## src/lsdr_pkg.sv

```systemverilog
package lsdr_pkg;

  localparam int MAX_RECORDS_DEF = 64;
  localparam int KEY_W           = 16;
  localparam int TAG_W           = 6;
  localparam int RADIX           = 10;
  localparam int DIG_W           = 4;

  // controller state, one-hot
  typedef enum logic [7:0] {
    ST_LOAD  = 8'b00000001,
    ST_CLR   = 8'b00000010,
    ST_COUNT = 8'b00000100,
    ST_PSUM  = 8'b00001000,
    ST_PLACE = 8'b00010000,
    ST_GAP   = 8'b00100000,
    ST_COPY  = 8'b01000000,
    ST_EMIT  = 8'b10000000
  } state_t;

  // commands from controller to datapath
  typedef struct packed {
    logic load;       // store incoming word
    logic clr_cnt;    // zero digit counters
    logic count;      // count digit of record at index
    logic psum;       // one running-sum step over the counters
    logic place;      // scatter record at index (descending)
    logic copy;       // copy pass store back
    logic next_w;     // advance digit weight
    logic emit;       // read record at index for output
    logic done_set;   // clear set state
  } cmd_t;

  // status from datapath to controller
  typedef struct packed {
    logic more_pass;  // largest key / weight > 0
    logic empty;      // no stored records
  } sts_t;

endpackage

```

## src/lsdr_datapath.sv

```systemverilog
module lsdr_datapath #(
  parameter int MAX_RECORDS = lsdr_pkg::MAX_RECORDS_DEF,
  localparam int IDX_W = $clog2(MAX_RECORDS),
  localparam int CNT_W = $clog2(MAX_RECORDS + 1)
) (
  input  logic                     clk,
  input  logic                     rst_n,
  input  lsdr_pkg::cmd_t           cmd,
  input  logic [IDX_W-1:0]         idx,
  input  logic [lsdr_pkg::KEY_W-1:0] in_key,
  input  logic [lsdr_pkg::TAG_W-1:0] in_tag,
  output lsdr_pkg::sts_t           sts,
  output logic [CNT_W-1:0]         fill_cnt,
  output logic                     dropped,
  output logic [lsdr_pkg::KEY_W-1:0] rd_key,
  output logic [lsdr_pkg::TAG_W-1:0] rd_tag
);
  localparam int KW = lsdr_pkg::KEY_W;
  localparam int DW = lsdr_pkg::DIG_W;
  localparam int RW = lsdr_pkg::TAG_W + 2 * KW;

  // record layout: {tag, key, key / current weight}
  logic [RW-1:0] rec_mem [MAX_RECORDS];
  logic [RW-1:0] pas_mem [MAX_RECORDS];
  logic [CNT_W-1:0] cnt_r [lsdr_pkg::RADIX];
  logic [CNT_W-1:0] fill_r;
  logic dropped_r;
  // largest key / weight, divided by 10 after each pass
  logic [KW-1:0] quo_r;
  logic [RW-1:0] rec_q, pas_q;
  // record commands are registered and act in the cycle after issue, on the registered read data
  logic [IDX_W-1:0] idx_d;
  logic count_d, psum_d, place_d, copy_d;
  logic [DW-1:0] ps_r;
  logic [KW-1:0] rem_q;
  logic [KW-1:0] rem_div;
  logic [DW-1:0] dig;
  logic [CNT_W-1:0] pos;

  // x / 10 by reciprocal multiply, exact for 16-bit x
  function automatic logic [KW-1:0] div10(input logic [KW-1:0] x);
    logic [31:0] p;
    p = 32'(x) * 32'd52429;
    return KW'(p[31:19]);
  endfunction

  // low decimal digit of the remaining key: rem - 10 * (rem / 10)
  assign rem_q   = rec_q[KW-1:0];
  assign rem_div = div10(rem_q);
  assign dig     = DW'(rem_q - (rem_div << 3) - (rem_div << 1));
  assign pos     = cnt_r[dig] - CNT_W'(1);

  // record store: load or copy-back write, registered read
  always_ff @(posedge clk) begin
    if (cmd.load && fill_r < CNT_W'(MAX_RECORDS))
      rec_mem[fill_r[IDX_W-1:0]] <= {in_tag, in_key, in_key};
    else if (copy_d)
      rec_mem[idx_d] <= pas_q;
    rec_q <= rec_mem[idx];
  end

  // pass store: scatter write with next digit's remainder, registered read
  always_ff @(posedge clk) begin
    if (place_d)
      pas_mem[pos[IDX_W-1:0]] <= {rec_q[RW-1:KW], rem_div};
    pas_q <= pas_mem[idx];
  end

  // command delay to line up with read data
  always_ff @(posedge clk) begin
    if (!rst_n) begin
      count_d <= 1'b0;
      psum_d  <= 1'b0;
      place_d <= 1'b0;
      copy_d  <= 1'b0;
    end else begin
      count_d <= cmd.count;
      psum_d  <= cmd.psum;
      place_d <= cmd.place;
      copy_d  <= cmd.copy;
    end
    idx_d <= idx;
  end

  // counters and set state
  always_ff @(posedge clk) begin
    if (!rst_n) begin
      fill_r    <= '0;
      dropped_r <= 1'b0;
      quo_r     <= '0;
      ps_r      <= DW'(1);
      for (int i = 0; i < lsdr_pkg::RADIX; i++) cnt_r[i] <= '0;
    end else begin
      if (cmd.load) begin
        if (fill_r < CNT_W'(MAX_RECORDS)) begin
          fill_r <= fill_r + CNT_W'(1);
          if (in_key > quo_r) quo_r <= in_key;
        end else begin
          dropped_r <= 1'b1;
        end
      end
      if (cmd.clr_cnt) begin
        for (int i = 0; i < lsdr_pkg::RADIX; i++) cnt_r[i] <= '0;
        ps_r <= DW'(1);
      end
      if (count_d) cnt_r[dig] <= cnt_r[dig] + CNT_W'(1);
      if (psum_d) begin
        cnt_r[ps_r] <= cnt_r[ps_r] + cnt_r[ps_r - DW'(1)];
        ps_r <= ps_r + DW'(1);
      end
      if (place_d) cnt_r[dig] <= pos;
      if (cmd.next_w) quo_r <= div10(quo_r);
      if (cmd.done_set) begin
        fill_r    <= '0;
        dropped_r <= 1'b0;
        quo_r     <= '0;
      end
    end
  end

  assign sts.more_pass = (quo_r != '0);
  assign sts.empty     = (fill_r == '0);
  assign fill_cnt = fill_r;
  assign dropped  = dropped_r;
  assign rd_key = rec_q[RW-lsdr_pkg::TAG_W-1:KW];
  assign rd_tag = rec_q[RW-1:RW-lsdr_pkg::TAG_W];
endmodule

```

## config.mk

```make
export PLATFORM = sky130hd
export DESIGN_NAME = lsdr_datapath
export DESIGN_NICKNAME = d
export VERILOG_FILES = /design/src/lsdr_pkg.sv /design/src/lsdr_datapath.sv
export SDC_FILE = /design/constraint.sdc
export NUM_CORES = 2
export LEC_CHECK = 0
export CAP_MARGIN = 0
export CORE_UTILIZATION = 43
export DETAILED_ROUTE_END_ITERATION = 8
export DONT_BUFFER_PORTS = 1
export SKIP_LAST_GASP = 1
export SYNTH_ARGS = -nofsm -noshare
export SYNTH_HDL_FRONTEND = slang
export SYNTH_MEMORY_MAX_BITS = 65536
export SYNTH_SLANG_ARGS = --single-unit
```

## constraint.sdc

```tcl
create_clock -name clk -period 17.8 [get_ports clk]
set_clock_uncertainty 0.15 [all_clocks]
set_input_delay 0.89 -clock clk [delete_from_list [all_inputs] [get_ports clk]]
set_output_delay 0.89 -clock clk [all_outputs]
set_load 0.01 [all_outputs]
```

==> impl_metrics.tcl <==
set metrics [dict create \
    crit_arrival_ns 12.77 \
    cts_hold_buf 25 \
    start_util 0.432 \
    post-route-period-util 0.691 \
    m1WireLength_um 217000 \
    critPathLaunchType "register" \
    wl_met3_um 43400 \
    post_dp_cell_area_sq_mm 0.207 \
    slew_headroom -0.347 \
    syn_avg_cell_area_sq_um 22.9 \
    slew_violations 237 \
    r2r_cells 32 \
    required_ns 18.27 \
    grt_first_pass_wirelength_um 745000 \
    clk_latency_ns 1.01 \
    coreArea_sq_mm 0.456 \
    wl_met2_um 258000 \
    die_h_um 679 \
    rrSetupSlack_ns 5.51 \
    r2r-start "rec_q[3]" \
    antenna_found_initial 30 \
    synth_seq_area_share 0.737 \
    drt-initial-drc-count 12800 \
    cts_htree_levels 5 \
    ys_ff_latch 4883 \
    setup_viol 0 \
    final_cell_area_sq_mm 0.222 \
    endpoint_kind "register" \
    grt_usage 0.229 \
    register_area_sq_mm 0.146 \
    cts_resized 0 \
    async_reset_ff_frac 0 \
    rows 248 \
    synth_edf_count 4768 \
    synth.distinct_cells 72 \
    hold_path_depth 2 \
    synth_area_sq_mm 0.197 \
    violations "max-slew violations" \
    cts_buffers 465 \
    drt-pass1-iter-count 6 \
    drtAntennaViolNets 0 \
    cts_setup_buffers 0 \
    period_needed_ns 12.29 \
    hold_path_class "input port to register" \
    die_area_sq_mm 0.462 \
    hold_viol_final 0 \
    r2r-end "pas_mem[36][28]" \
    drive_gt1_frac 0.297 \
    synth_warnings 0 \
    critPathMaxFanout 65 \
    grt_overflow_total 0 \
    num_vias 93900 \
    critPathLaunch "rec_q[3]" \
    viasPerCell 6.06 \
    dp_hpwl_um 293000 \
    multi_input_area_sq_mm 0.0502 \
    finalWirelength_um 533000 \
    maxCapViolations 0 \
    drc 0 \
    pin_count 71 \
    port-buffer-count 0 \
    num-fill-cells 36200 \
    die_w_um 679 \
    instances_no_fill 15500 \
    cpPeakStageDelay_ns 0.94 \
    nets 9434 \
    hold_end "quo_r[6]" \
    tns_ns 0 \
    highest_layer "met5" \
    clock.fmax_mhz 81.4 \
    clkTransAtPathRegs_ns 0.07 \
    syn_nets 9135 \
    rsz0062_at_grt "no" \
    place_inst 14600 \
    grt_start_max_net_pins 294 \
    wl_per_cell_um 34.4 \
    area_growth_pct 12.6 \
    clockBufferDepth 4 \
    worstMarginPinSlew_ns 2.02 \
    cts_sinks 4883 \
    min-delay-start "in_key[6]" \
    syn-instance-count 8632 \
    grt_pass1_vias 95500 \
    crit_path_top_delay_cell "nor3_4" \
    cts_tree "built" \
    gp_congestion 0.844 \
    worstSetupPathType "register to register" \
    root_buffer "clkbuf_16" \
    status "complete, but fails checks" \
    holdWs_ns 0.0830 \
    synth_ff_type "edfxtp_1" \
]
sequential cells by signal, indices dropped and copies added (netlist names), 4 cells and up, named ones only:
register and cells:
ps_r 4, rec_q 38, fill_cnt 7, pas_mem 2240, quo_r 16, idx_d 6
rec_mem 2432, cnt_r 96, pas_q 35
cell usage after synthesis, types with 56 or more instances:
master	number	area, sq um
mux2i_1	57	571
edfxtp_1	4768	143000
fa_1	162	3240
nand2_1	161	604
ha_1	302	3780
mux4_2	1617	36400
dfxtp_1	115	2300
o22ai_1	56	350
inv_1	322	1210
nor2_1	140	526
a21oi_1	60	300
buf_1	109	409
clkbuf_1	298	1120
cells by family after synthesis:
kind of cell	Yosys count	synth area share
compound gates	275	0.00900
xor+xnor	55	0.00261
flops	4883	0.737
buf+inv	761	0.0150
fa+ha+maj	464	0.0356
simple gates	511	0.0124
mux	1683	0.188
stage by stage:
stage,util,setup WS [ns]
2_1_floorplan,-,4.96
3_3_place_gp,0.453,5.70
3_5_place_dp,0.453,5.50
4_1_cts,0.486,5.44
5_1_grt,0.487,4.84
6_report,0.487,5.51
worst max path at each step:
stage                      endpoint  slack (ns)
floorplan            pas_mem[20][0]        4.96
global placement    pas_mem[34][14]        5.70
detailed placement  pas_mem[34][14]        5.50
CTS                 pas_mem[34][17]        5.44
global route        pas_mem[34][26]        4.84
finish              pas_mem[36][28]        5.51
layer usage:
layer  GRT usage  up-vias
met5           0        -
met4      0.0598        6
met3      0.0395      745
met2       0.371     4134
met1       0.324    52000
li1            -    37000
worst max-delay path: cells and delay by family, from the launching register on:
family | cells | cell delay [ns]
xor+xnor | 3 | 1.00
mux | 3 | 0.95
compound gates | 3 | 0.95
fa+ha+maj | 9 | 3.93
flops | 1 | 0.59
simple gates | 4 | 1.89
buf+inv | 10 | 2.31
cell type report:
class | count | area share
clock buffers | 590 | 0.0561
repair buffers | 269 | 0.0108
inverters | 324 | 0.00547
multi-input cells | 2988 | 0.226
diodes | 35 | 0.000394
well taps | 6125 | 0.0345
clock inverters | 280 | 0.0120
flip-flops and latches | 4883 | 0.655
layout by cell type (no fill, tap or decap), drive strengths merged, types with 6 or more instances in the layout:
master	n
a211oi	26
a21o	20
a21oi	60
a31oi	7
and2	19
buf	243
bufinv	45
clkbuf	591
clkinv	199
clkinvlp	18
dfxtp	115
diode	35
dlygate4sd3	25
edfxtp	4768
fa	162
ha	302
inv	342
mux2	9
mux2i	57
mux4	1617
nand2	161
nand2b	19
nand3	27
nand3b	7
nand4	30
nor2	146
nor2b	25
nor3	35
nor3b	6
nor4	6
o211ai	17
o21a	14
o21ai	41
o22ai	56
o31ai	9
or2	9
or3	6
xnor2	38
xor2	16
Power is left out: the tool's default activity adds up to more than one toggle a clock period on the data nets, which glitch-free logic cannot reach.
