<file path="config.mk">
export PLATFORM = sky130hd
export DESIGN_NAME = lsdr_ctrl
export DESIGN_NICKNAME = d
export VERILOG_FILES = /design/src/lsdr_pkg.sv /design/src/lsdr_ctrl.sv
export SDC_FILE = /design/constraint.sdc
export NUM_CORES = 1
export LEC_CHECK = 0
export BUFFER_PORTS_ARGS = -buffer_cell sky130_fd_sc_hd__buf_2
export CORE_UTILIZATION = 31
export DETAILED_ROUTE_END_ITERATION = 10
export HOLD_SLACK_MARGIN = 0.1
export SYNTH_ARGS = -nofsm -noshare
export SYNTH_HDL_FRONTEND = slang
export SYNTH_SLANG_ARGS = --single-unit
</file>
<file path="constraint.sdc">
create_clock -name clk -period 5.6 [get_ports clk]
set_clock_uncertainty 0.1 [all_clocks]
set_input_delay 1.12 -clock clk [delete_from_list [all_inputs] [get_ports clk]]
set_output_delay 1.12 -clock clk [all_outputs]
set_load 0.02 [all_outputs]
</file>
<file path="src/lsdr_pkg.sv">
package lsdr_pkg;

  localparam int MAX_RECORDS_DEF = 64;
  localparam int KEY_W           = 16;
  localparam int TAG_W           = 6;
  localparam int RADIX           = 10;
  localparam int DIG_W           = 4;

  // controller state, one-hot
  typedef enum logic [7:0] {
    ST_LOAD  = 8'b00000001,
    ST_CLR   = 8'b00000010,
    ST_COUNT = 8'b00000100,
    ST_PSUM  = 8'b00001000,
    ST_PLACE = 8'b00010000,
    ST_GAP   = 8'b00100000,
    ST_COPY  = 8'b01000000,
    ST_EMIT  = 8'b10000000
  } state_t;

  // commands from controller to datapath
  typedef struct packed {
    logic load;       // store incoming word
    logic clr_cnt;    // zero digit counters
    logic count;      // count digit of record at index
    logic psum;       // one running-sum step over the counters
    logic place;      // scatter record at index (descending)
    logic copy;       // copy pass store back
    logic next_w;     // advance digit weight
    logic emit;       // read record at index for output
    logic done_set;   // clear set state
  } cmd_t;

  // status from datapath to controller
  typedef struct packed {
    logic more_pass;  // largest key / weight > 0
    logic empty;      // no stored records
  } sts_t;

endpackage

</file>
<file path="src/lsdr_ctrl.sv">
module lsdr_ctrl #(
  parameter int MAX_RECORDS = lsdr_pkg::MAX_RECORDS_DEF,
  localparam int IDX_W = $clog2(MAX_RECORDS),
  localparam int CNT_W = $clog2(MAX_RECORDS + 1)
) (
  input  logic             clk,
  input  logic             rst_n,
  input  logic             start,
  input  logic             final_item,
  input  lsdr_pkg::sts_t   sts,
  input  logic [CNT_W-1:0] fill_cnt,
  output lsdr_pkg::cmd_t   cmd,
  output logic [IDX_W-1:0] idx,
  output logic             busy,
  output logic             emit_v,
  output logic             emit_last
);
  localparam int DW = lsdr_pkg::DIG_W;

  lsdr_pkg::state_t st_r, st_nxt;
  logic [CNT_W-1:0] i_r, i_nxt;
  logic [DW-1:0] d_r, d_nxt;  // running-sum step

  assign idx  = i_r[IDX_W-1:0];
  assign busy = (st_r != lsdr_pkg::ST_LOAD);

  always_comb begin
    st_nxt = st_r;
    i_nxt  = i_r;
    d_nxt  = d_r;
    cmd    = '0;
    emit_v = 1'b0;
    emit_last = 1'b0;
    unique case (st_r)
      lsdr_pkg::ST_LOAD: begin
        if (start) begin
          cmd.load = 1'b1;
          if (final_item) st_nxt = lsdr_pkg::ST_CLR;
        end
      end
      lsdr_pkg::ST_CLR: begin
        // decide another pass, emit, or end an empty set
        i_nxt = '0;
        if (sts.more_pass) begin
          cmd.clr_cnt = 1'b1;
          st_nxt = lsdr_pkg::ST_COUNT;
        end else if (sts.empty) begin
          cmd.done_set = 1'b1;
          st_nxt = lsdr_pkg::ST_LOAD;
        end else begin
          st_nxt = lsdr_pkg::ST_EMIT;
        end
      end
      lsdr_pkg::ST_COUNT: begin
        cmd.count = 1'b1;
        i_nxt = i_r + CNT_W'(1);
        if (i_nxt == fill_cnt) st_nxt = lsdr_pkg::ST_PSUM;
      end
      lsdr_pkg::ST_PSUM: begin
        // nine running-sum steps over the digit counters
        cmd.psum = 1'b1;
        d_nxt = d_r + DW'(1);
        i_nxt = fill_cnt - CNT_W'(1);
        if (d_r == DW'(lsdr_pkg::RADIX - 2)) begin
          d_nxt = '0;
          st_nxt = lsdr_pkg::ST_PLACE;
        end
      end
      lsdr_pkg::ST_PLACE: begin
        cmd.place = 1'b1;
        i_nxt = i_r - CNT_W'(1);
        if (i_r == '0) begin
          i_nxt = '0;
          st_nxt = lsdr_pkg::ST_GAP;
        end
      end
      lsdr_pkg::ST_GAP: begin
        // last scatter write lands before the copy reads
        i_nxt = '0;
        st_nxt = lsdr_pkg::ST_COPY;
      end
      lsdr_pkg::ST_COPY: begin
        cmd.copy = 1'b1;
        i_nxt = i_r + CNT_W'(1);
        if (i_nxt == fill_cnt) begin
          cmd.next_w = 1'b1;
          st_nxt = lsdr_pkg::ST_CLR;
        end
      end
      lsdr_pkg::ST_EMIT: begin
        emit_v = 1'b1;
        i_nxt = i_r + CNT_W'(1);
        if (i_nxt == fill_cnt) begin
          emit_last = 1'b1;
          cmd.done_set = 1'b1;
          st_nxt = lsdr_pkg::ST_LOAD;
        end
      end
      default: st_nxt = lsdr_pkg::ST_LOAD;
    endcase
  end

  always_ff @(posedge clk) begin
    if (!rst_n) begin
      st_r <= lsdr_pkg::ST_LOAD;
      i_r  <= '0;
      d_r  <= '0;
    end else begin
      st_r <= st_nxt;
      i_r  <= i_nxt;
      d_r  <= d_nxt;
    end
  end
endmodule

</file>
==> load_flow_metrics.sql <==
INSERT INTO impl_metrics (metric_group, metric, value, unit) VALUES
('outcome', 'outcome', 'completed', ''),
('min_path', 'hold-path-endpoint', 'd_r[2]', ''),
('yosys', 'synth.yosys.seq_area_share', '0.237', ''),
('clock_network', 'clock_insertion_delay_worst_skew', '0.26', 'ns'),
('critical_path', 'timing.critical_path.arrival', '2.46', 'ns'),
('clock_network', 'tritoncts', 'built', ''),
('drt', 'postRouteAntennaNets', '0', ''),
('floorplanning', 'die-height', '74.0', 'um'),
('critical_path', 'critical_path.endpoint_type', 'primary output', ''),
('yosys', 'async_flop_share', '0', ''),
('floorplanning', 'die_area', '5480', 'um2'),
('layout', 'layout.cells.most_common', 'buf_2', ''),
('timing', 'finalSetupViolCount', '0', ''),
('placement', 'dp_hpwl', '3040', 'um'),
('clock_network', 'post_cts_buffers', '0', ''),
('pwr', 'power-per-cell-area', '189', 'nW/um2'),
('clock_network', 'cts_buffers', '3', ''),
('yosys', 'synth_enable_flop_cells', '0', ''),
('layout', 'layout.cells.most_common_list', '29 x buf_2, 22 x nor2_1, 19 x dfxtp_1', ''),
('clock_network', 'clock_path_buffers', '2', ''),
('job', 'max_cap_violations', '0', ''),
('critical_path', 'crit-reg2reg-launch', 'st_r[7]', ''),
('yosys', 'yosys_most_used_dff', 'dfxtp_1', ''),
('timing', 'max_slew_margin', '0.595', ''),
('critical_path', 'setup.reg_to_reg.worst_slack', '2.98', 'ns'),
('placement', 'place_congestion', '0.844', ''),
('timing', 'max_clock_freq', '272', 'MHz'),
('critical_path', 'critical_path.cell_chain', 'ha_1 > nand3_1 > o21ai_0 > nor3b_1 > and4_1 > a21o_1 > buf_2', ''),
('timing', 'hold_viol_final', '0', ''),
('layout', 'layout_fillers', '527', ''),
('timing', 'tightestPinTransition', '0.602', 'ns'),
('clock_network', 'worst_setup_hold_path_clk_slew', '0.07', 'ns'),
('critical_path', 'critPathRequiredTime', '4.38', 'ns'),
('critical_path', 'path_depth_of_the_worst_reg2reg_path', '7', ''),
('drt', 'via_cell_ratio', '5.11', ''),
('clock_network', 'clock-sinks', '19', ''),
('min_path', 'hold_start', 'd_r[2]', ''),
('yosys', 'post_synth_inst_count', '213', ''),
('critical_path', 'crit_type', 'reg -> out', ''),
('yosys', 'synth.ff_latch_count', '19', ''),
('pwr', 'max-vdd-ir-drop', '0.000114', 'V'),
('floorplanning', 'top_level_ports', '31', ''),
('yosys', 'synthTopCellsByArea', 'dfxtp_1 24%, nor2_1 5.1%, a21oi_1 5.0%, ha_1 4.7%, nand2_1 4.2%', ''),
('critical_path', 'crit_path_max_fanout', '8', ''),
('yosys', 'yosys_warnings', '0', ''),
('layout', 'insertedDiodeCount', '0', ''),
('critical_path', 'cpMaxStageDelayCell', 'dfxtp_1', ''),
('global_routing', 'initial_antenna_violation_count', '0', ''),
('yosys', 'yosys.area.top_type', 'dfxtp_1', ''),
('critical_path', 'worst_r2r_endpoint', 'st_r[0]', ''),
('global_routing', 'grt_util_all_layers', '0.153', ''),
('drt', 'routed_wirelength', '3990', 'um'),
('drt', 'detailroute.via_count', '1514', ''),
('clock_network', 'postCtsHoldBufs', '0', ''),
('drt', 'post_drt_wl_per_cell', '13.5', 'um'),
('yosys', 'synth_cell_types', '48', ''),
('clock_network', 'total_number_of_h_tree_levels', '1', ''),
('yosys', 'post-synth-top-area-fraction', '0.237', ''),
('global_routing', 'grt_max_degree', '17', ''),
('floorplanning', 'die_width', '74.0', 'um'),
('drt', 'drt_pre_antenna_iters', '4', ''),
('layout', 'final_core_util', '0.365', ''),
('timing', 'fin_crit_sh', '0.656', ''),
('min_path', 'timing.hold.worst.class', 'reg -> reg', ''),
('layout', 'num-nets-final', '249', ''),
('global_routing', 'number_of_global_route_vias_before_repair', '1331', ''),
('layout', 'total_area_of_multi_input_combinational_cells', '1060', 'um2'),
('timing', 'setup_total_negative_slack', '0', 'ns'),
('global_routing', 'global_route_wire_length_before_repair', '6420', 'um'),
('critical_path', 'cpPeakStageDelay', '0.50', 'ns'),
('global_routing', 'grt_overflow', '0', '');
sequential cells by signal, summed over array words and instances (netlist names):
signal / flops
i_r: 7
d_r: 4
st_r: 8
how the worst max path moves through the flow:
stage                            from  depth (start not counted)  slack (ns)  endpoint
after floorplan           fill_cnt[6]                          5        2.17    cmd[0]
after global placement    fill_cnt[6]                          7        2.03    cmd[0]
after detailed placement  fill_cnt[6]                          7        2.00    cmd[0]
after CTS                      i_r[0]                          7        1.96    cmd[0]
after global routing           i_r[0]                          7        1.68    cmd[0]
final                          i_r[0]                          7        1.92    cmd[0]
stage by stage:
stage	std cells	area, um2	worst slack [ns]	hold slack (ns)	total power, mW
after global placement	292	1720	2.03	0.374	0.239
after detailed placement	292	1720	2.00	0.382	0.241
after floorplan	213	1610	2.17	0.352	0.216
final	296	1770	1.92	0.386	0.335
after global routing	296	1770	1.68	0.418	0.356
after CTS	296	1770	1.96	0.393	0.337
routing by layer:
layer / up-vias / GRT usage / wire [um]
li1: 782 / - / -
met1: 688 / 0.221 / 1890
met2: 37 / 0.228 / 1810
met3: 7 / 0.0339 / 216
met4: 0 / 0.0449 / 68
met5: - / 0 / 0
final cells by class:
cell class                      instances  share of cell area
Timing Repair Buffer                   29              0.0820
Sequential cell                        19               0.215
Multi-Input combinational cell        162               0.598
Clock buffer                            3              0.0233
Clock inverter                          1             0.00283
Inverter                               15              0.0318
Tap cell                               67              0.0474
power by group:
group	switching, mW	internal [mW]
registers	0.00690	0.141
logic	0.0547	0.0354
clock network	0.0476	0.0496
total	0.109	0.226
cells by family after synthesis:
| group | Yosys count | synth area share |
|---|---|---|
| AO/OA/AOI/OAI | 49 | 0.202 |
| XOR/XNOR | 13 | 0.0794 |
| adder cells (fa/ha/maj) | 6 | 0.0467 |
| buffers and inverters | 32 | 0.106 |
| flip-flops | 19 | 0.237 |
| other | 1 | 0.00233 |
| AND/OR/NAND/NOR | 93 | 0.327 |
worst max-delay path, delay by kind of cell, from the launching register on:
family                   cells  cell delay, ns
AO/OA/AOI/OAI                2            0.32
adder cells (fa/ha/maj)      1            0.30
buffers and inverters        1            0.15
flip-flops                   1            0.50
AND/OR/NAND/NOR              3            0.93
synthesized netlist by cell type, types with 2 or more instances:
| master | instances |
|---|---|
| nor2_1 | 22 |
| dfxtp_1 | 19 |
| nand2_1 | 18 |
| a21oi_1 | 16 |
| inv_1 | 15 |
| nand3_1 | 12 |
| o21ai_0 | 10 |
| buf_4 | 8 |
| nor3_1 | 7 |
| and2_1 | 6 |
| ha_1 | 6 |
| nand4b_1 | 6 |
| xnor2_1 | 6 |
| xor2_1 | 6 |
| and4b_1 | 4 |
| buf_2 | 4 |
| o211ai_1 | 4 |
| a21o_1 | 3 |
| clkbuf_1 | 3 |
| o22ai_1 | 3 |
| a31o_2 | 2 |
| a31oi_1 | 2 |
| and4_1 | 2 |
| buf_6 | 2 |
| nand2b_1 | 2 |
| nor3b_1 | 2 |
| nor4_1 | 2 |
Note: power is estimated with default switching activity, not from simulation.
